## config.mk

```make
export PLATFORM = sky130hd
export DESIGN_NAME = vstt_sqrt_cell
export DESIGN_NICKNAME = d
export VERILOG_FILES = /design/src/hdl/vstt_pkg.sv /design/src/hdl/vstt_sqrt_cell.sv
export VERILOG_INCLUDE_DIRS = /design/src /design/src/hdl
export SDC_FILE = /design/constraint.sdc
export NUM_CORES = 1
export LEC_CHECK = 0
export BUFFER_PORTS_ARGS = -buffer_cell sky130_fd_sc_hd__buf_2
export CORE_ASPECT_RATIO = 0.5
export CORE_MARGIN = 8
export CORE_UTILIZATION = 40
export CTS_CLUSTER_SIZE = 12
export DETAILED_ROUTE_END_ITERATION = 7
export PLACE_DENSITY_LB_ADDON = 0.15
export RECOVER_POWER = 100
export SETUP_SLACK_MARGIN = 0.02
export SLEW_MARGIN = 0
export SYNTH_ARGS = -nofsm -noshare
export SYNTH_HDL_FRONTEND = slang
export SYNTH_SLANG_ARGS = --single-unit
```

## constraint.sdc

```tcl
create_clock -name clock -period 9.6 [get_ports clock]
set_clock_uncertainty 0.05 [all_clocks]
set_input_delay 1.92 -clock clock [delete_from_list [all_inputs] [get_ports clock]]
set_output_delay 1.92 -clock clock [all_outputs]
set_load 0.05 [all_outputs]
```

## src/hdl/assert_macros.svh

```systemverilog
// assertion macros shared by the step-toward-target modules
`ifndef ASSERT_MACROS_SVH
`define ASSERT_MACROS_SVH

// implication in the same cycle, ignored while reset is high
`define ASSERT_IMPLIES(label, clk, rst, pre, post) \
   label: assert property (@(posedge clk) disable iff (rst) (pre) |-> (post)) \
      else $error("assertion failed");

// implication in the next cycle, checked through reset as well
`define ASSERT_NEXT(label, clk, pre, post) \
   label: assert property (@(posedge clk) (pre) |=> (post)) \
      else $error("assertion failed");

`endif

```

## src/hdl/vstt_pkg.sv

```systemverilog
// constants shared by the step-toward-target pipeline
`timescale 1ns / 1ps
package vstt_pkg;
   localparam int SPEED_W = 16;
   localparam int STEP_W  = 17;
   localparam int SPAN_W  = 26;
   localparam int OUT_W   = 64;
   localparam int FLAG_W  = 1;
endpackage

```

## src/hdl/vstt_sqrt_cell.sv

```systemverilog
// one root bit of the pipelined integer square root
`timescale 1ns / 1ps
`include "assert_macros.svh"
module vstt_sqrt_cell #(
   parameter int RW = 25,
   parameter int K  = 0,
   parameter int SW = 1
) (
   input  logic            clock,
   input  logic            reset,
   input  logic            adv,
   input  logic            up_valid,
   input  logic [2*RW-1:0] up_rem,
   input  logic [RW-1:0]   up_root,
   input  logic [SW-1:0]   up_side,
   output logic            dn_valid,
   output logic [2*RW-1:0] dn_rem,
   output logic [RW-1:0]   dn_root,
   output logic [SW-1:0]   dn_side
);
   import vstt_pkg::*;
   localparam int NW = 2 * RW;

   logic          valid_ff;
   logic [NW-1:0] rem_ff, rem_in;
   logic [RW-1:0] root_ff, root_in;
   logic [SW-1:0] side_ff;
   logic [NW-1:0] trial;
   logic          fits;

   // (2*root + 2^k) * 2^k, root has no bits at k or below
   always_comb begin
      trial   = (NW'(up_root) << (K + 1)) | (NW'(1) << (2 * K));
      fits    = up_rem >= trial;
      rem_in  = fits ? up_rem - trial : up_rem;
      root_in = up_root;
      root_in[K] = fits;
   end

   always_ff @(posedge clock) begin
      if (reset) begin
         valid_ff <= 1'b0;
      end else if (adv) begin
         valid_ff <= up_valid;
      end
   end

   always_ff @(posedge clock) begin
      if (adv) begin
         rem_ff  <= rem_in;
         root_ff <= root_in;
         side_ff <= up_side;
      end
   end

   assign dn_valid = valid_ff;
   assign dn_rem   = rem_ff;
   assign dn_root  = root_ff;
   assign dn_side  = side_ff;

   `ASSERT_IMPLIES(a_low_root_clear, clock, reset, valid_ff,
      (root_ff & ((RW'(1) << K) - RW'(1))) == '0)
endmodule

```

* Yosys cells after proc, flatten, opt, wreduce, memory -nomap -nowiden
Cells that the tools add are included.
** Storage, ports and cells
- Output and inout port bits :: 77
- Input bits :: 80
- Flip-flop bits (word level) :: 77
** Cells by class
- Multiplexer cells :: 1
- $lt $le $gt $ge :: 1
- Add/subtract/negate cells :: 1
** Operators by type and width (number)
- 50-bit by 26-bit greater-or-equal comparator with 1-bit output :: 1
- 50-bit 2-to-1 mux :: 1
- 50-bit by 26-bit subtractor with 50-bit output :: 1

* Longest topological paths before layout
- Word-level depth :: 2
- Gate-level depth with buffers :: 12

* Worst setup path before layout
OpenSTA, ideal clock, no wires.
- Path kind :: input port to flip-flop
- Start point :: input port up_root[23]
- End point :: register rem_ff[46] (netlist: dn_rem[46]), data pin
- Required time :: 9.292 ns
- Buffers on the path :: 1
- Library setup time :: 0.258 ns
- Setup slack :: 5.041 ns
- Cell stages on the path :: 10
- Arrival time :: 4.251 ns
- Cells stage by stage :: inv_1 -> ha_1 -> buf_4 -> nand2_1 -> or4_1 -> or4_4 -> and4b_4 -> a311oi_4 -> nand4b_1 -> xnor2_1
** Between the ends
- Word-level cells in the longest chain between the ends :: 2
- Elaborated cells between the ends (all ways) :: 3
- Those cells by class :: add/sub: 1; order compare: 1; mux: 1
** Ends and longest elaborated chain
- from (decl) :: line vstt_sqrt_cell.sv:14 : input logic [RW-1:0] up_root,
- 50-bit by 26-bit subtractor with 50-bit output / 50-bit by 26-bit greater-or-equal comparator with 1-bit output (equally long branches) :: line vstt_sqrt_cell.sv:35, vstt_sqrt_cell.sv:34
- 50-bit 2-to-1 mux * :: line vstt_sqrt_cell.sv:35 : rem_in = fits ? up_rem - trial : up_rem;
- named net rem_in[46] :: line vstt_sqrt_cell.sv:25 : logic [NW-1:0] rem_ff, rem_in;
- to (signal assigned) :: line vstt_sqrt_cell.sv:50 : rem_ff <= rem_in;
- to (decl) :: line vstt_sqrt_cell.sv:25
Mark *: on every way through the listed nets, which the timed path passes. The rest lies on a longest branch.
A chain may end at the register's enable or synchronous reset.

* Worst setup path after layout
- Start point :: input port up_rem[21]
- End point :: register rem_ff[40] (netlist: dn_rem[40]), data pin
** Between the ends
- Word-level cells in the longest chain between the ends :: 2
- Elaborated cells between the ends (all ways) :: 3
- Those cells by class :: add/sub: 1; order compare: 1; mux: 1
** Ends and longest elaborated chain
- from (decl) :: line vstt_sqrt_cell.sv:13 : input logic [2*RW-1:0] up_rem,
- 50-bit by 26-bit subtractor with 50-bit output / 50-bit by 26-bit greater-or-equal comparator with 1-bit output (equally long branches) :: line vstt_sqrt_cell.sv:35, vstt_sqrt_cell.sv:34
- 50-bit 2-to-1 mux * :: line vstt_sqrt_cell.sv:35
- named net rem_in[40] :: line vstt_sqrt_cell.sv:25
Marked as above.

==> reports/metrics.yaml <==
synthesis:
  async_flop_share_pct: 0
  synth_area_per_cell_um2: 10.2
  syn_nets: 581
  post-synth-top-area-fraction_pct: 47.1
  ys.warnings.count: 0
  synth.top_cells.by_area: "sky130_fd_sc_hd__edfxtp_1 (47%), sky130_fd_sc_hd__ha_1 (6.7%), sky130_fd_sc_hd__xnor2_1 (5.6%)"
  synth-main-ff-cell: "sky130_fd_sc_hd__edfxtp_1"
  edff_count_synth: 76
  yosysSeqAreaShare_pct: 47.5
  syn_inst: 474
  netlist_cell_types: 64
  syn-cell-area_um2: 4840
  yosys_register_bits: 77
  post-synth-top-area-cell: "sky130_fd_sc_hd__edfxtp_1"
power:
  p_clk_share_pct: 31.2
  totalPowerFinal_w: 0.00109
  internal_w: 0.000696
  p_seq_share_pct: 39.2
  switching_share_pct: 36.0
  p_per_area_nw_per_um2: 184
  power.static_leakage_nw: 2.20
  p_comb_share_pct: 29.6
  irDropWorstVdd_mv: 0.0785
  p_switching_w: 0.000391
cts:
  worstSkewPairLatency_ps: 340
  clock_path_buffers: 2
  number_of_gates_resized_after_cts: 0
  cts-htree-levels: 3
  path_clk_slew_ps: 60
  cts_hold_bufs: 0
  cts_num_sinks: 77
  cts_inserted_buffers: 9
  tritoncts_clock_tree: "built"
  clock_tree.root_cell: "sky130_fd_sc_hd__clkbuf_16"
  post_cts.repair.setup_buffers: 0
sta:
  finalHoldWorstSlack_ps: 464
  final_critical_path_setup_slack_ps: 4140
  transition_time_at_the_pin_with_the_least_slew_margin_ps: 4250
  relSlewSlack_pct: -183
  slew_violations: 78
  timing.fmax_mhz: 183
  timing.final.crit_period_ps: 5460
  unrepaired_setup_endpoints_after_global_routing: "no"
  report.final.hold_viol_count: 0
  tns_ps: 0
  setup_viol_count_final: 0
  timing.final.crit_share_pct: 56.9
route:
  routed_wirelength_um: 13800
  routedWlPerCell_um: 17.3
  drcViolationCount: 0
  antenna_violating_nets_post_route: 0
  dr.pass1.iters: 4
  route.vias.total: 4263
  iter_0_drt_violations: 333
  vias_per_cell: 5.33
worst_hold_path:
  hold_path.class: "flip-flop to flip-flop"
  worst_hold_path.num_cells: 2
critical_path:
  rrSetupSlack_ps: 8880
  reg2regPathDepth: 2
  setup.worst_path.class: "input pin to flip-flop"
  timing.critical_path.fanout_max: 51
  crit_path_start_kind: "input pin"
  end_kind: "flip-flop"
  worst-endpoint-required_ps: 9650
  crit_arrival_ps: 5510
placed_design:
  port_buffers: 156
  placed_wire_length_estimate_um: 10700
  place_ws_ps: 3970
  number_of_cells_in_the_design_after_placement: 784
  routabilityCongestion: 0.861
floorplan:
  core.rowCount: 28
  die_area_um2: 16100
  core_area_um2: 11800
  initial_core_util_pct: 41.0
  die_height_um: 93.8
  fp.dieW_um: 172
  io-pin-count: 157
global_route:
  grt_first_pass_wirelength_um: 21400
  grt_start_max_net_pins: 78
  groute.usage.overall_pct: 16.9
  number_of_global_route_vias_before_repair: 4139
  grt-ovfl-total: 0
  antenna_found_initial: 0
flow_run:
  maxCapViolations: 1
status:
  run_status: "finished, violations left"
  failed_checks: "max-capacitance violations, max-slew violations"
cells_and_area:
  nets: 737
  post_route_cells_drive_above_1_share_pct: 14.5
  n_antenna_cell: 0
  area_growth_pct: 22.2
  final_cell_count_no_fill: 800
==> power groups by stage <==
stage | logic [W] | clock network, W | registers [W]
5_1_grt | 0.000345 | 0.000360 | 0.000431
6_report | 0.000321 | 0.000339 | 0.000427
3_5_place_dp | 0.000333 | 0 | 0.000431
2_1_floorplan | 0.000107 | 0 | 0.000563
4_1_cts | 0.000335 | 0.000348 | 0.000424
3_3_place_gp | 0.000332 | 0 | 0.000430
==> layout by cell type, fill, tap and decap left out, drive strengths merged, types with 6 or more instances in the layout <==
cell,n
nand2,51
nor3,8
a21oi,29
nand3,13
nor2,27
xnor2,31
o21ai,53
edfxtp,76
ha,26
or4,6
nand4,17
inv,35
buf,63
clkbuf,103
xor2,18
nor4,8
==> area by class of cell <==
cell class                      count  area (um2)
Clock buffer                       10         229
Clock inverter                      6        63.8
Fill cell                        1180        5890
Inverter                           35         131
Multi-Input combinational cell    351        2320
Sequential cell                    77        2300
Tap cell                          165         206
Timing Repair Buffer              156         663
==> synth_stat cells (2+ instances only) <==
master / n
sky130_fd_sc_hd__nor3b_1: 4
sky130_fd_sc_hd__nor4b_1: 2
sky130_fd_sc_hd__a21oi_1: 29
sky130_fd_sc_hd__o211ai_1: 3
sky130_fd_sc_hd__nor4_1: 7
sky130_fd_sc_hd__nor3_1: 8
sky130_fd_sc_hd__or4_4: 2
sky130_fd_sc_hd__nor2_1: 26
sky130_fd_sc_hd__a311oi_1: 2
sky130_fd_sc_hd__or4_1: 3
sky130_fd_sc_hd__buf_2: 3
sky130_fd_sc_hd__and2_2: 3
sky130_fd_sc_hd__o21a_1: 4
sky130_fd_sc_hd__a21o_1: 3
sky130_fd_sc_hd__buf_4: 3
sky130_fd_sc_hd__nand2b_1: 2
sky130_fd_sc_hd__o21ai_0: 49
sky130_fd_sc_hd__clkbuf_1: 4
sky130_fd_sc_hd__nand3b_1: 4
sky130_fd_sc_hd__nand4_1: 17
sky130_fd_sc_hd__a31oi_1: 2
sky130_fd_sc_hd__xnor2_1: 31
sky130_fd_sc_hd__xor2_1: 18
sky130_fd_sc_hd__o21bai_1: 3
sky130_fd_sc_hd__ha_1: 26
sky130_fd_sc_hd__nand3_1: 13
sky130_fd_sc_hd__inv_1: 34
sky130_fd_sc_hd__a41oi_1: 2
sky130_fd_sc_hd__o21ai_1: 4
sky130_fd_sc_hd__edfxtp_1: 76
sky130_fd_sc_hd__nand4b_1: 3
sky130_fd_sc_hd__and4b_1: 2
sky130_fd_sc_hd__nand2_1: 51
==> registers in the layout, summed over array words and instances (netlist names) <==
name and flops:
dn_root 25, dn_valid 1, dn_side 1, dn_rem 50
==> stage by stage <==
| step | util [%] | cell area (um2) |
|---|---|---|
| after CTS | 51.4 | 6060 |
| after floorplan | - | 4840 |
| after global routing | 50.1 | 5920 |
| final | 50.1 | 5920 |
| after detailed placement | 48.9 | 5770 |
| after global placement | 48.9 | 5770 |
==> worst paths after layout <==
kind | from | end
setup / recovery | up_rem[21] | dn_rem[40]
hold / removal | dn_valid | dn_valid
setup reg to reg | dn_valid | dn_valid
hold reg to reg | dn_valid | dn_valid
==> logic make-up after synthesis <==
logic type	after synthesis	share of synthesized area (%)
AO/OA/AOI/OAI	113	14.1
XOR/XNOR	49	8.86
adder cells (fa/ha/maj)	27	7.13
buffers and inverters	46	4.08
flip-flops	77	47.5
multiplexers	2	0.439
AND/OR/NAND/NOR	160	17.8
==> routing by layer <==
layer  share of wire, %  GRT usage (%)  vias to the layer above  routed length, um
li1                   -              -                     2071                  -
met1                 46           22.6                     2012               6410
met2                 43           26.1                      170               5890
met3                 10           5.49                       10               1420
met4               0.71           3.74                        0                 98
met5                  0              0                        -                  0
==> critical path: stages <==
cell and delay (ps):
sky130_fd_sc_hd__buf_2 110, sky130_fd_sc_hd__ha_1 380, sky130_fd_sc_hd__a21oi_1 210, sky130_fd_sc_hd__o21ai_0 180, sky130_fd_sc_hd__a2111oi_0 580, sky130_fd_sc_hd__nand4b_1 250, sky130_fd_sc_hd__nor2_4 840, sky130_fd_sc_hd__inv_1 520
sky130_fd_sc_hd__and4b_1 360, sky130_fd_sc_hd__xor2_1 130
No activity file was read; power rests on OpenSTA's default activity.
