==> src/hdl/assert_macros.svh <==
// assertion macros shared by the step-toward-target modules
`ifndef ASSERT_MACROS_SVH
`define ASSERT_MACROS_SVH

// implication in the same cycle, ignored while reset is high
`define ASSERT_IMPLIES(label, clk, rst, pre, post) \
   label: assert property (@(posedge clk) disable iff (rst) (pre) |-> (post)) \
      else $error("assertion failed");

// implication in the next cycle, checked through reset as well
`define ASSERT_NEXT(label, clk, pre, post) \
   label: assert property (@(posedge clk) (pre) |=> (post)) \
      else $error("assertion failed");

`endif

==> src/hdl/vstt_pkg.sv <==
// constants shared by the step-toward-target pipeline
`timescale 1ns / 1ps
package vstt_pkg;
   localparam int SPEED_W = 16;
   localparam int STEP_W  = 17;
   localparam int SPAN_W  = 26;
   localparam int OUT_W   = 64;
   localparam int FLAG_W  = 1;
endpackage

==> src/hdl/vstt_div_cell.sv <==
// one quotient bit of the two pipelined dividers
`timescale 1ns / 1ps
`include "assert_macros.svh"
module vstt_div_cell #(
   parameter int MW = 25,
   parameter int K  = 0,
   parameter int SW = 1
) (
   input  logic                          clock,
   input  logic                          reset,
   input  logic                          adv,
   input  logic                          up_valid,
   input  logic [MW+vstt_pkg::SPEED_W-1:0] up_rem_x,
   input  logic [MW+vstt_pkg::SPEED_W-1:0] up_rem_y,
   input  logic [vstt_pkg::SPEED_W-1:0]    up_q_x,
   input  logic [vstt_pkg::SPEED_W-1:0]    up_q_y,
   input  logic [MW-1:0]                 up_div,
   input  logic [SW-1:0]                 up_side,
   output logic                          dn_valid,
   output logic [MW+vstt_pkg::SPEED_W-1:0] dn_rem_x,
   output logic [MW+vstt_pkg::SPEED_W-1:0] dn_rem_y,
   output logic [vstt_pkg::SPEED_W-1:0]    dn_q_x,
   output logic [vstt_pkg::SPEED_W-1:0]    dn_q_y,
   output logic [MW-1:0]                 dn_div,
   output logic [SW-1:0]                 dn_side
);
   import vstt_pkg::*;
   localparam int DVW = MW + SPEED_W;

   logic               valid_ff;
   logic [DVW-1:0]     rem_x_ff, rem_x_in, rem_y_ff, rem_y_in;
   logic [SPEED_W-1:0] q_x_ff, q_x_in, q_y_ff, q_y_in;
   logic [MW-1:0]      div_ff;
   logic [SW-1:0]      side_ff;
   logic [DVW-1:0]     shifted;
   logic               ge_x, ge_y;

   always_comb begin
      shifted  = DVW'(up_div) << K;
      ge_x     = up_rem_x >= shifted;
      ge_y     = up_rem_y >= shifted;
      rem_x_in = ge_x ? up_rem_x - shifted : up_rem_x;
      rem_y_in = ge_y ? up_rem_y - shifted : up_rem_y;
      q_x_in   = up_q_x;
      q_y_in   = up_q_y;
      q_x_in[K] = ge_x;
      q_y_in[K] = ge_y;
   end

   always_ff @(posedge clock) begin
      if (reset) begin
         valid_ff <= 1'b0;
      end else if (adv) begin
         valid_ff <= up_valid;
      end
   end

   always_ff @(posedge clock) begin
      if (adv) begin
         rem_x_ff <= rem_x_in;
         rem_y_ff <= rem_y_in;
         q_x_ff   <= q_x_in;
         q_y_ff   <= q_y_in;
         div_ff   <= up_div;
         side_ff  <= up_side;
      end
   end

   assign dn_valid = valid_ff;
   assign dn_rem_x = rem_x_ff;
   assign dn_rem_y = rem_y_ff;
   assign dn_q_x   = q_x_ff;
   assign dn_q_y   = q_y_ff;
   assign dn_div   = div_ff;
   assign dn_side  = side_ff;

   // partial remainder stays below the divisor at this weight
   `ASSERT_IMPLIES(a_rem_x_bound, clock, reset, valid_ff && div_ff != '0,
      rem_x_ff < (DVW'(div_ff) << K))
   `ASSERT_IMPLIES(a_rem_y_bound, clock, reset, valid_ff && div_ff != '0,
      rem_y_ff < (DVW'(div_ff) << K))
endmodule

==> config.mk <==
export PLATFORM = sky130hd
export DESIGN_NAME = vstt_div_cell
export DESIGN_NICKNAME = d
export VERILOG_FILES = /design/src/hdl/vstt_pkg.sv /design/src/hdl/vstt_div_cell.sv
export VERILOG_INCLUDE_DIRS = /design/src /design/src/hdl
export SDC_FILE = /design/constraint.sdc
export NUM_CORES = 1
export LEC_CHECK = 0
export BUFFER_PORTS_ARGS = -buffer_cell sky130_fd_sc_hd__buf_2
export CORE_AREA = 10 10 141 143
export CTS_CLUSTER_DIAMETER = 100
export DETAILED_ROUTE_END_ITERATION = 10
export DIE_AREA = 0 0 151 153
export PLACE_DENSITY = 0.78
export SLEW_MARGIN = 20
export SYNTH_ARGS = -nofsm -noshare
export SYNTH_HDL_FRONTEND = slang
export SYNTH_SLANG_ARGS = --single-unit
==> constraint.sdc <==
create_clock -name clock -period 3.7 [get_ports clock]
set_clock_uncertainty 0.2 [all_clocks]
set_input_delay 0.185 -clock clock [delete_from_list [all_inputs] [get_ports clock]]
set_output_delay 0.185 -clock clock [all_outputs]
set_load 0.05 [all_outputs]
Yosys cells after proc, flatten, opt, wreduce, memory -nomap -nowiden:

Index checks and enable logic that the tools add are counted.

* register bits after elaboration: 141
* bits in latches: 0
* RAM bits: 0
* ROM bits: 0
* bits of input ports: 144
* output and inout port bits: 141
* word-level logic and storage cells: 13
* memories: 0

* add/subtract/negate cells: 2
* multipliers: 0
* div/mod/pow operators: 0
* order comparisons: 2
* equality and inequality tests: 0
* shift-type cells: 0
* muxes and demuxes: 2
* bitwise operators: 0
* reductions and logical operators: 0

Operators with widths (number)
* >= comparator 41 x 25 -> 1 bit: 2
* 2-to-1 mux 41 bit: 2
* subtractor 41 x 25 -> 41 bit: 2

Logic depth before layout (Yosys ltp):

Gate-level depths: netlist of the first run.

* depth in word-level cells: 2
* mapped depth: 12

Least setup slack after synthesis of the first run:

Ideal clock, no wire load.

* path kind: input to register
* start: input up_div[6]
* end: register rem_y_ff[34] (netlist: dn_rem_y[34]) (data pin)
* setup time: 0.258 ns
* arrival time: 2.626 ns
* slack: 0.617 ns
* stages on the path: 9
* cells stage by stage: inv_1 -> ha_1 -> and4_1 -> nand2_1 -> o311a_1 -> o2111ai_2 -> or4b_4 -> or4b_4 -> xnor2_2

* longest elaborated chain between the ends: 2
* elaborated cells on any way between the ends: 3
* those cells by class: add/sub (1); order compare (1); mux (1)

RTL lines
* start, declared: RTL line vstt_div_cell.sv:17 `input logic [MW-1:0] up_div,`
* subtractor 41 x 25 -> 41 bit or >= comparator 41 x 25 -> 1 bit (tied branches): RTL line vstt_div_cell.sv:43, vstt_div_cell.sv:41
* 2-to-1 mux 41 bit (*): RTL line vstt_div_cell.sv:43 `rem_y_in = ge_y ? up_rem_y - shifted : up_rem_y;`
* named net rem_y_in[34]: RTL line vstt_div_cell.sv:31 `logic [DVW-1:0] rem_x_ff, rem_x_in, rem_y_ff, rem_y_in;`
* end signal, assigned: RTL line vstt_div_cell.sv:61 `rem_y_ff <= rem_y_in;`
* end, declared: RTL line vstt_div_cell.sv:31

The timed path passes the listed nets; every way through them passes the cells marked *.
A chain may end at the register's enable or synchronous reset.

Worst setup path after layout of the first run:

* start: input up_div[9]
* end: register rem_x_ff[38] (netlist: dn_rem_x[38]) (data pin)

* longest elaborated chain between the ends: 2
* elaborated cells on any way between the ends: 3
* those cells by class: add/sub (1); order compare (1); mux (1)

RTL lines
* subtractor 41 x 25 -> 41 bit or >= comparator 41 x 25 -> 1 bit (tied branches): RTL line vstt_div_cell.sv:42, vstt_div_cell.sv:40
* 2-to-1 mux 41 bit (*): RTL line vstt_div_cell.sv:42 `rem_x_in = ge_x ? up_rem_x - shifted : up_rem_x;`
* named net rem_x_in[38]: RTL line vstt_div_cell.sv:31
* end signal, assigned: RTL line vstt_div_cell.sv:60 `rem_x_ff <= rem_x_in;`
* end, declared: RTL line vstt_div_cell.sv:31

Marked as above.

==> results of run 1 <==
[area by class of cell]
class                           count  area (µm²)
Multi-Input combinational cell    571        3900
Clock inverter                     14         193
Tap cell                          225         282
Timing Repair Buffer              425        2850
Sequential cell                   141        4220
Clock buffer                       17         425
Fill cell                        1176        5000
Antenna cell                        1        2.50
Inverter                           45         169
[cell usage in the layout (no fill, tap or decap), drive strengths merged, types with 8 or more instances in the layout]
master	count
or4	11
nor2	62
dlygate4sd3	137
edfxtp	140
o21ai	51
o21a	11
nand4	16
xnor2	28
a21oi	73
a21o	8
clkbuf	17
or3	11
nand3	14
nor3	19
nor4	14
inv	47
xor2	44
buf	288
nand2	63
ha	50
[per-stage QoR]
step	instances	hold WS, ns	setup WS, ns
after global routing	1439	0.0381	0.00692
after CTS	1437	0.00510	0.106
after detailed placement	1269	0.148	0.226
final	1439	0.0252	0.125
after floorplan	775	0.0574	0.617
after global placement	1269	0.142	0.265
[power by group through the flow]
stage	Combinational, mW	Sequential [mW]	Clock (mW)
2_1_floorplan	0.495	2.68	0
3_3_place_gp	1.55	2.04	0
3_5_place_dp	1.57	2.05	0
4_1_cts	1.69	2.02	1.85
5_1_grt	1.82	2.04	1.91
6_report	1.71	2.02	1.82
[registers in the layout, summed over array words and instances (netlist names)]
name      count
dn_div       25
dn_rem_y     41
dn_side       1
dn_valid      1
dn_q_y       16
dn_q_x       16
dn_rem_x     41
[routing by layer]
layer / GRT usage, % / vias to the layer above
met5: 0 / -
met4: 7.93 / 0
met3: 5.55 / 42
met2: 40.5 / 351
met1: 28.1 / 3728
li1: - / 3775
[worst min-delay path: cells and delay by family]
family / cells / cell delay [ns]
buf+inv: 1 / 0.13
simple gates: 1 / 0.07
compound gates: 1 / 0.12
[path summary, 6_finish.rpt]
check                             startpoint           end  depth (start not counted)
worst max register to register      dn_valid      dn_valid                          3
worst min-delay path            up_rem_y[16]  dn_rem_y[16]                          3
worst min register to register      dn_valid      dn_valid                          3
worst max-delay path               up_div[9]  dn_rem_x[38]                         13
[cells by family after synthesis]
family	synth area share, %
buffers and inverters	2.91
adder cells (fa/ha/maj)	7.99
AND/OR/NAND/NOR	14.6
AO/OA/AOI/OAI	14.9
multiplexers	1.19
flip-flops	50.7
XOR/XNOR	7.66
[what timing repair did]
item	in CTS	in global routing
hold buffers	137	0
endpoints found under the hold margin	136	0
buffers inserted	0	1
setup endpoints to repair	0	18
resized for setup	0	8
==> impl_results.md, run 1 <==
* CP bufs+invs at 4
* FFs w/ async S/R, synth at 0%
* Syn avg cell area at 10.7 µm²
* Area growth syn-to-layout at 44.7%
* Peak VDD IR at 0.343 mV
* Top Layer Used: met4
* Metal3 WL at 2.20 mm
* DIE AREA at about 23000 µm²
* Slowest cell on crit path: dlygate4sd3_1
* Status: completed
* Die Y at 153 µm
* Overall power at 5.55 mW
* Root buf cell: clkbuf_16
* Share of cells above drive strength 1 at 28.8%
* Ports at roughly 290
* Post-synth top area share at approximately half
* Final Slew Violations at 0
* Vias at roughly 7900
* Clk pwr share at between 30% and 40%
* Final setup viols at 0
* Sink Count at between 100 and 150
* Total gr overflow at 0
* Post-Syn Nets at between 900 and 1000
* Buffers on Ports at between 200 and 300
* DR WL/cell at 19.5 µm
* Commonest cells post-synth: edfxtp_1 (140), a21oi_1 (73), nand2_1 (63)
* Critical path required time at ~3.7 ns
* Comb pwr share at 30.8%
* Critical Path Max Stage Delay at 0.54 ns
* Number of buffers created by CTS at 17
* Max_slew headroom at between 50% and 60%
* Core Util, Final at a little over two thirds
* Clock Latency Late Sink at 0.42 ns
* Syn Inst Count at about 780
* H-tree lvl count at 4
* Worst-path fanout max at 6
* Net Sw Frac at approximately a third
* HP Class: in2reg
* Fin Setup TNS at 0 ns
* DRT Pass-1 Iters at 5
* Count leader, synth: edfxtp_1
* Register area share after synthesis at 50.7%
* Drt drc at 0
* Most used DFF post-synth: edfxtp_1
* First-pass GRT wire length at 43.1 mm
* Routed WL at about 28 mm
* FMAX at about 0.28 GHz
* Drt via density at 5.49
* Largest net degree at the start of global routing at 73
* Design area at between 10000 and 15000 µm²
* FP Rows at 48
* TritonCTS clock tree: done
* Worst Tran Pin Value at about 0.66 ns
* Met2 wire len at ~14 mm
* Starting Density at 48.8%
* Tcrit/Tclk final at a little over nine tenths
* GPL Wtd Cong at approximately 0.93
* Leakage at 5.11 nW
* Worst Path Arrival at approximately 3.5 ns
* Routed Antenna Nets at 0
* Syn. warnings at 0
* Final hold violation count at 0
* Post-DP Area at 10000 µm²
* Core area at around 17000 µm²
* Net Sw Power at just under 2 mW
* Met1 wire length at approximately 11 mm
* Initial antenna violation count at 1
* Largest cells by area after synthesis: edfxtp_1 (50%), ha_1 (7.5%), xor2_1 (4.6%)
* Die width at ~150 µm
* Pint at approximately 3.6 mW
* Kind of end point of the critical path: flip-flop
* Delay-heaviest family, CP: compound AO/OA/AOI/OAI gates
* Reg power frac at about 36%
* Setup crit start kind: input pin
* PD cells at roughly 460 nW/µm²
* Seq cells post-synth at 141
* Post-synth EDFFs at 140
* CP cell instances: dlygate4sd3_1, buf_2, inv_1, ha_1, nand4_1, or3_1, a2111o_1, a21oi_1, o22ai_2, o21ai_2, buf_4, a311oi_1, xor2_1
* All-layer global routing usage at a little under a quarter
* Initial DRC Count at 497
* RSZ-0062 raised after global routing: no
* Tmin final at ~3.6 ns
* Clk pin slew, worst setup/hold paths at 0.06 ns
* Critical path class: in2reg
* Vias in the first global route at between 7000 and 8000
* Reg2reg setup slack at 2.34 ns
* Synthesized area at around 8300 µm²
* Largest area contributor in the netlist: edfxtp_1
* Nets at 1397
* Maximum clock insertion buffer count at 2
* Max-cap viol count at 0
* Post-detail-place hpwl at 20.2 mm
* Library cells used by synthesis at between 60 and 70
No activity file was read; power rests on OpenSTA's default activity.
==> run 2, diff against run 1 <==
Settings changed: ABC_CLOCK_PERIOD_IN_PS set to 3700, BUFFER_PORTS_ARGS -buffer_cell sky130_fd_sc_hd__buf_2 to not set, DONT_BUFFER_PORTS set to 1, PLACE_DENSITY 0.78 to not set.
==> run 2 against run 1 <==
The flow now finishes with violations (hold timing). Die area unchanged. Non-clock buffer count down 277. Sequential power up 34%. Combinational power is 54% lower. Clock power grew 3%. Clock-buffer cell count increased by 1. Total power is 3.4% lower. Flip-flop and latch count is the same. Via count decreased by 13%. Critical path depth down 5. Largest power group unchanged.
==> impl_results.md, run 2 (synthesis results as in run 1) <==
* Status: finished with violations
* Failing checks: hold timing
* PD cells at 502 nW/µm² (+9.0%)
* Die width at 151 µm (unchanged)
* Hold_ws at -0.324 ns (-0.349 ns)
* Endpoint, Worst Hold: dn_rem_x[25]
* R2R depth at 3 (unchanged)
* Max_slew headroom at 53.2% (-2.5 points)
* DIE AREA at 23100 µm² (unchanged)
* Max-cap viol count at 0 (unchanged)
* Final hold violation count at 140 (+140)
* Initial DRC Count at 414 (-17%)
* Final Slew Violations at 0 (unchanged)
* Post-detail-place hpwl at 19.8 mm (-1.9%)
* RSZ-0062 raised after global routing: no
* Most common cell after layout, fill and taps aside: dlygate4sd3_1
* Hold Crit Start: adv
* Drt via density at 5.94 (+8.2%)
* H-tree lvl count at 4 (unchanged)
* Fin Setup TNS at 0 ns (unchanged)
* GPL Wtd Cong at 0.907 (-2.9%)
* Critical path required time at 3.66 ns (about the same)
* HP Class: in2reg
* Peak VDD IR at 0.318 mV (-7.4%)
* Tmin final at 3.55 ns (-0.0232 ns)
* Maximum clock insertion buffer count at 2 (unchanged)
* FMAX at 0.282 GHz (+0.65%)
* Crit Reg-Reg Endpoint: dn_valid
* Number of buffers created by CTS at 17 (unchanged)
* Starting Density at 48.8% (unchanged)
* Hold_buf cts at 143 (+4.4%)
* Share of cells above drive strength 1 at 6.83% (-22 points)
* Routed Antenna Nets at 0 (unchanged)
* Total gr overflow at 0 (unchanged)
* N_diodes at 0 (-1)
* Leakage at 4.01 nW (-22%)
* Delay-heaviest family, CP: simple AND/OR/NAND/NOR gates
* Routed WL at 27.9 mm (-0.42%)
* Tcrit/Tclk final at 96.0% (-0.63 points)
* Worst-path fanout max at 5 (-1)
* RR Startpoint: dn_valid
* Clk pin slew, worst setup/hold paths at 0.06 ns (about the same)
* DRT Pass-1 Iters at 5 (unchanged)
* Root buf cell: clkbuf_16
* Worst Tran Pin Value at 0.696 ns (+0.0326 ns)
* Initial antenna violation count at 1 (unchanged)
* Largest net degree at the start of global routing at 142 (+95%)
* Clock Latency Late Sink at 0.41 ns (about the same)
* Final worst slack at 0.148 ns (+0.0232 ns)
* CP bufs+invs at 2 (-2)
* Hold Crit Depth at 0 (-3)
* Vias at 6901 (-13%)
* Vias in the first global route at 6941 (-13%)
* Sink Count at 141 (unchanged)
* Core area at 17100 µm² (unchanged)
* Pre-CTS setup slack at 0.357 ns (+0.130 ns)
* TritonCTS clock tree: done
* Buffers on Ports at 0 (-100%)
* All-layer global routing usage at 23.1% (-0.44 points)
* Setup crit start kind: input pin
* Critical path class: in2reg
* CP cell instances: dlygate4sd3_1, or4_4, or4_4, or4_1, or3_1, nor3_1, xor2_1, dlygate4sd3_1
* DR WL/cell at 24.0 µm (+23%)
* Kind of end point of the critical path: flip-flop
* Area growth syn-to-layout at 28.3%
* Ports at 285 (unchanged)
* Critical Path Max Stage Delay at 0.59 ns (+0.05 ns)
* Drt drc at 0 (unchanged)
* Crit path from: up_rem_x[28]
* Nets at 1120 (-20%)
* First-pass GRT wire length at 41.2 mm (-4.5%)
* Worst Path Arrival at 3.51 ns (-0.02 ns)
* FP Rows at 48 (unchanged)
* Final setup viols at 0 (unchanged)
* Most frequent cells in the layout: dlygate4sd3_1 (143), edfxtp_1 (140), a21oi_1 (72), nand2_1 (63), nor2_1 (62)
* Die Y at 153 µm (unchanged)
* Reg2reg setup slack at 2.02 ns (-0.32 ns)
* Slowest cell on crit path: dlygate4sd3_1
## run 2: cell count changes in the layout (fill, tap and decap cells not counted), moves of 2 or more
cell	before	now
dlygate4sd3_1	137	143
o22ai_2	2	0
buf_6	3	0
clkinv_2	2	0
buf_2	281	0
buf_4	3	5
## run 2: worst reg2reg max path, stage by stage, from the launching register on
cell	delay, ns
dfxtp_1	0.65
mux2i_1	0.14
nor2_1	0.10
dlygate4sd3_1	0.54
## run 2: layout make-up
cell class                      count  area, µm²
Fill cell                        1322       6370
Clock buffer                       18        429
Timing Repair Buffer              148       1470
Sequential cell                   141       4220
Clock inverter                     14        215
Multi-Input combinational cell    571       3900
Inverter                           45        169
Tap cell                          225        282
## run 2: power breakdown
group	internal (mW)	switching, mW
Clock	1.20	0.676
Sequential	2.00	0.704
Combinational	0.365	0.429
## run 2: timing repair
item                                    CTS  global route
gates resized for setup                   0             5
setup buffers                             0             0
endpoints found under the setup margin    0             3
hold endpoints to repair                279           140
## run 2: stage by stage
stage	std cells	hold slack [ns]	instance area, µm²	utilization [%]	power, mW
floorplan	775	0.0574	8330	-	3.17
global placement	987	0.0604	8590	50.4	3.35
detailed placement	987	0.0689	8590	50.4	3.36
CTS	1162	-0.328	10700	62.6	5.37
global route	1162	-0.339	10700	62.7	5.55
finish	1162	-0.324	10700	62.7	5.37
## run 2: worst max-delay path by stage
stage,endpoint,slack (ns),cells after the start
after CTS,dn_rem_x[37],0.04,10
final,dn_rem_x[37],0.15,8
after detailed placement,dn_rem_x[38],0.36,10
after global routing,dn_rem_x[38],0.001,11
after floorplan,dn_rem_y[34],0.62,9
after global placement,dn_rem_y[34],0.36,9
## run 2: per-layer routing
layer | share of wire, % | up-vias | global-route usage, %
li1 | - | 3222 | -
met1 | 39 | 3279 | 27.0
met3 | 9.8 | 41 | 7.17
met2 | 49 | 357 | 39.1
met4 | 2.1 | 2 | 8.02
met5 | 0.025 | - | 0
==> run 3, diff against run 2 <==
Settings changed: ABC_AREA set to 1, CAP_MARGIN set to 20, CORE_AREA 10 10 141 143 to 10 10 158 160, DIE_AREA 0 0 151 153 to 0 0 168 170.
==> run 3 against run 2 <==
The run still ends with hold timing left. Design area increased by 21%. Maximum frequency increased by 20%. Total power increased by 1.4%. First-iteration DRC count increased by 97%. Sequential power about the same. Critical endpoint is now dn_rem_x[20]. Largest cell class is now multi-input gates. Largest power group unchanged.
==> impl_results.md, run 3 <==
* R2R depth at 3 (unchanged)
* Peak VDD IR at 0.276 mV (-13%)
* Register area share after synthesis at 39.6% (-11 points)
* Drt via density at 5.16 (-13%)
* Seq cells post-synth at 141 (unchanged)
* PD cells at 421 nW/µm² (-16%)
* Drt drc at 0 (unchanged)
* Initial DRC Count at 817 (+97%)
* Critical path class: in2reg
* Area growth syn-to-layout at 21.2%
* Final hold violation count at 140 (unchanged)
* All-layer global routing usage at 26.2% (+3.1 points)
* Register Area at 4220 µm² (unchanged)
* Clock Latency Late Sink at 0.44 ns (+0.03 ns)
* Final setup viols at 0 (unchanged)
* Kind of end point of the critical path: flip-flop
* Syn Inst Count at 1472 (+90%)
* Layout fillers at 2042 (+54%)
* Core area at 21700 µm² (+27%)
* Sink Count at 141 (unchanged)
* Hold_buf cts at 140 (-2.1%)
* Failing checks: hold timing
* Delay-heaviest family, CP: simple AND/OR/NAND/NOR gates
* Setup crit start kind: input pin
* N_diodes at 0 (unchanged)
* H-tree lvl count at 4 (unchanged)
* Largest area contributor in the netlist: edfxtp_1
* Critical Path Max Stage Delay at 0.56 ns (-0.03 ns)
* Design area at 12900 µm² (+21%)
* Reg2reg setup slack at 1.99 ns (-0.03 ns)
* Fin Setup TNS at 0 ns (unchanged)
* Most common cell after layout, fill and taps aside: nand2_1
* Max-cap viol count at 0 (unchanged)
* Post-synth EDFFs at 140 (unchanged)
* Clk pin slew, worst setup/hold paths at 0.07 ns (about the same)
* RSZ-0062 raised after global routing: no
* Number of buffers created by CTS at 17 (unchanged)
* Tmin final at 2.97 ns (-0.586 ns)
* Syn avg cell area at 7.25 µm² (-33%)
* Starting Density at 49.2% (+0.35 points)
* Ports at 285 (unchanged)
* Post-Syn Nets at 1668 (+72%)
* Largest net degree at the start of global routing at 142 (unchanged)
* Final Slew Violations at 0 (unchanged)
* CP bufs+invs at 3 (+1)
* Post-DP Area at 10900 µm² (+27%)
* Critical path required time at 3.69 ns (+0.03 ns)
* Library cells used by synthesis at 35 (-48%)
* Worst-path fanout max at 5 (unchanged)
* Total gr overflow at 0 (unchanged)
* Share of cells above drive strength 1 at 9.66% (+2.8 points)
* Footprint of the multi-input gates at 5380 µm² (+38%)
* Worst Tran Pin Value at 0.660 ns (-0.0367 ns)
* GPL Wtd Cong at 0.963 (+6.3%)
* Buffers on Ports at 0 (unchanged)
* Largest cells by area after synthesis: edfxtp_1 (39%), nand2_1 (19%), inv_1 (8.1%)
* CP cell instances: dlygate4sd3_1, inv_1, ha_1, fa_1, inv_1, nand3_1, nand3_1, nand2_1, nand2_1, nand2_1, nand2_1, nand2_1, nand2_1, nand2_1, nand3_1, nand2_1
* First-pass GRT wire length at 57.6 mm (+40%)
* Maximum clock insertion buffer count at 2 (unchanged)
* Hold Crit Start: adv
* Leakage at 5.83 nW (+46%)
* Syn. warnings at 0 (unchanged)
* Most used cell along the critical path: nand2_1
* FP Rows at 54 (+13%)
* Synthesized area at 10700 µm² (+28%)
* Hold_ws at -0.348 ns (-0.0249 ns)
* Crit Reg-Reg Endpoint: dn_valid
* Routed Antenna Nets at 0 (unchanged)
* Commonest cells post-synth: nand2_1 (543), inv_1 (231), nor2_1 (162)
* Most frequent cells in the layout: nand2_1 (543), inv_1 (231), nor2_1 (162), edfxtp_1 (140), dlygate4sd3_1 (140)
* RR Startpoint: dn_valid
* Vias at 9882 (+43%)
* Count leader, synth: nand2_1
* Post-synth top area share at 39.4% (-11 points)
* Post-CTS sizing at 0 (unchanged)
* FMAX at 0.337 GHz (+20%)
* Die width at 168 µm (+11%)
* FFs w/ async S/R, synth at 0% (unchanged)
* Hold Crit Depth at 0 (unchanged)
* Slowest cell on crit path: dlygate4sd3_1
* HP Class: in2reg
* Initial antenna violation count at 0 (-1)
* Nets at 1819 (+62%)
* Max_slew headroom at 55.7% (+2.5 points)
* Tcrit/Tclk final at 80.2% (-16 points)
* DIE AREA at 28600 µm² (+24%)
* DRT Pass-1 Iters at 5 (unchanged)
* Root buf cell: clkbuf_16
* DR WL/cell at 20.1 µm (-17%)
* Post-CTS Repair Setup Buffers at 0 (unchanged)
* Endpoint, Worst Hold: dn_rem_y[30]
* Die Y at 170 µm (+11%)
* Post-detail-place hpwl at 30.3 mm (+53%)
* TritonCTS clock tree: done
* Vias in the first global route at 9566 (+38%)
* Routed WL at 38.5 mm (+38%)
* Worst Path Arrival at 2.95 ns (-0.56 ns)
* Most used DFF post-synth: edfxtp_1
* Status: finished with violations
==> run 3: worst reg2reg max path: stages, from the launching register on <==
cell and delay [ns]:
dfxtp_1 0.65, mux2i_1 0.14, nor2_1 0.12, dlygate4sd3_1 0.55
==> run 3: area by class of cell <==
cell class	count	share of cell area (%)
clock buffers	17	3.29
repair buffers	144	11.2
inverters	253	7.36
multi-input cells	1066	41.6
well taps	280	2.71
clock inverters	15	1.20
flip-flops and latches	141	32.7
==> run 3: cell families (layout without fill, tap and decap cells) <==
| logic type | Yosys count | in the layout | share of synthesized area (%) |
|---|---|---|---|
| buffers and inverters | 265 | 429 | 9.96 |
| adder cells (fa/ha/maj) | 52 | 52 | 6.24 |
| multiplexers | 1 | 1 | 0.0938 |
| flip-flops | 141 | 141 | 39.6 |
| AO/OA/AOI/OAI | 102 | 102 | 6.65 |
| AND/OR/NAND/NOR | 873 | 873 | 34.3 |
| XOR/XNOR | 38 | 38 | 3.12 |
==> run 3: worst max path at each step <==
stage	from	depth (start not counted)	to	slack (ns)
floorplan	up_rem_y[0]	15	dn_rem_y[18]	1.53
global placement	up_div[6]	14	dn_rem_x[16]	0.79
detailed placement	up_div[6]	13	dn_rem_x[5]	0.77
CTS	up_div[0]	15	dn_rem_x[20]	0.78
global route	up_rem_x[0]	16	dn_rem_x[20]	0.53
finish	up_rem_x[0]	16	dn_rem_x[20]	0.73
==> run 3: per-layer routing <==
metal / global-route usage, % / part of all wire (%) / vias up
li1: - / - / 4950
met1: 35.3 / 44 / 4480
met2: 40.6 / 44 / 416
met3: 7.23 / 9.5 / 36
met4: 6.89 / 1.7 / 0
met5: 0 / 0 / -
==> run 3: stage by stage <==
stage / setup WS [ns] / power (mW) / std cells / util, % / hold WS, ns
after floorplan: 1.53 / 3.33 / 1472 / - / 0.0574
after detailed placement: 0.775 / 3.61 / 1744 / 50.5 / 0.0628
after global placement: 0.788 / 3.61 / 1744 / 50.5 / 0.0600
final: 0.734 / 5.44 / 1916 / 59.6 / -0.348
after CTS: 0.781 / 5.45 / 1916 / 59.6 / -0.346
after global routing: 0.532 / 5.65 / 1916 / 59.6 / -0.354
==> run 3: power breakdown <==
part,internal (mW),switching (mW)
registers,1.99,0.696
logic,0.405,0.646
clock network,0.894,0.812
total,3.29,2.15
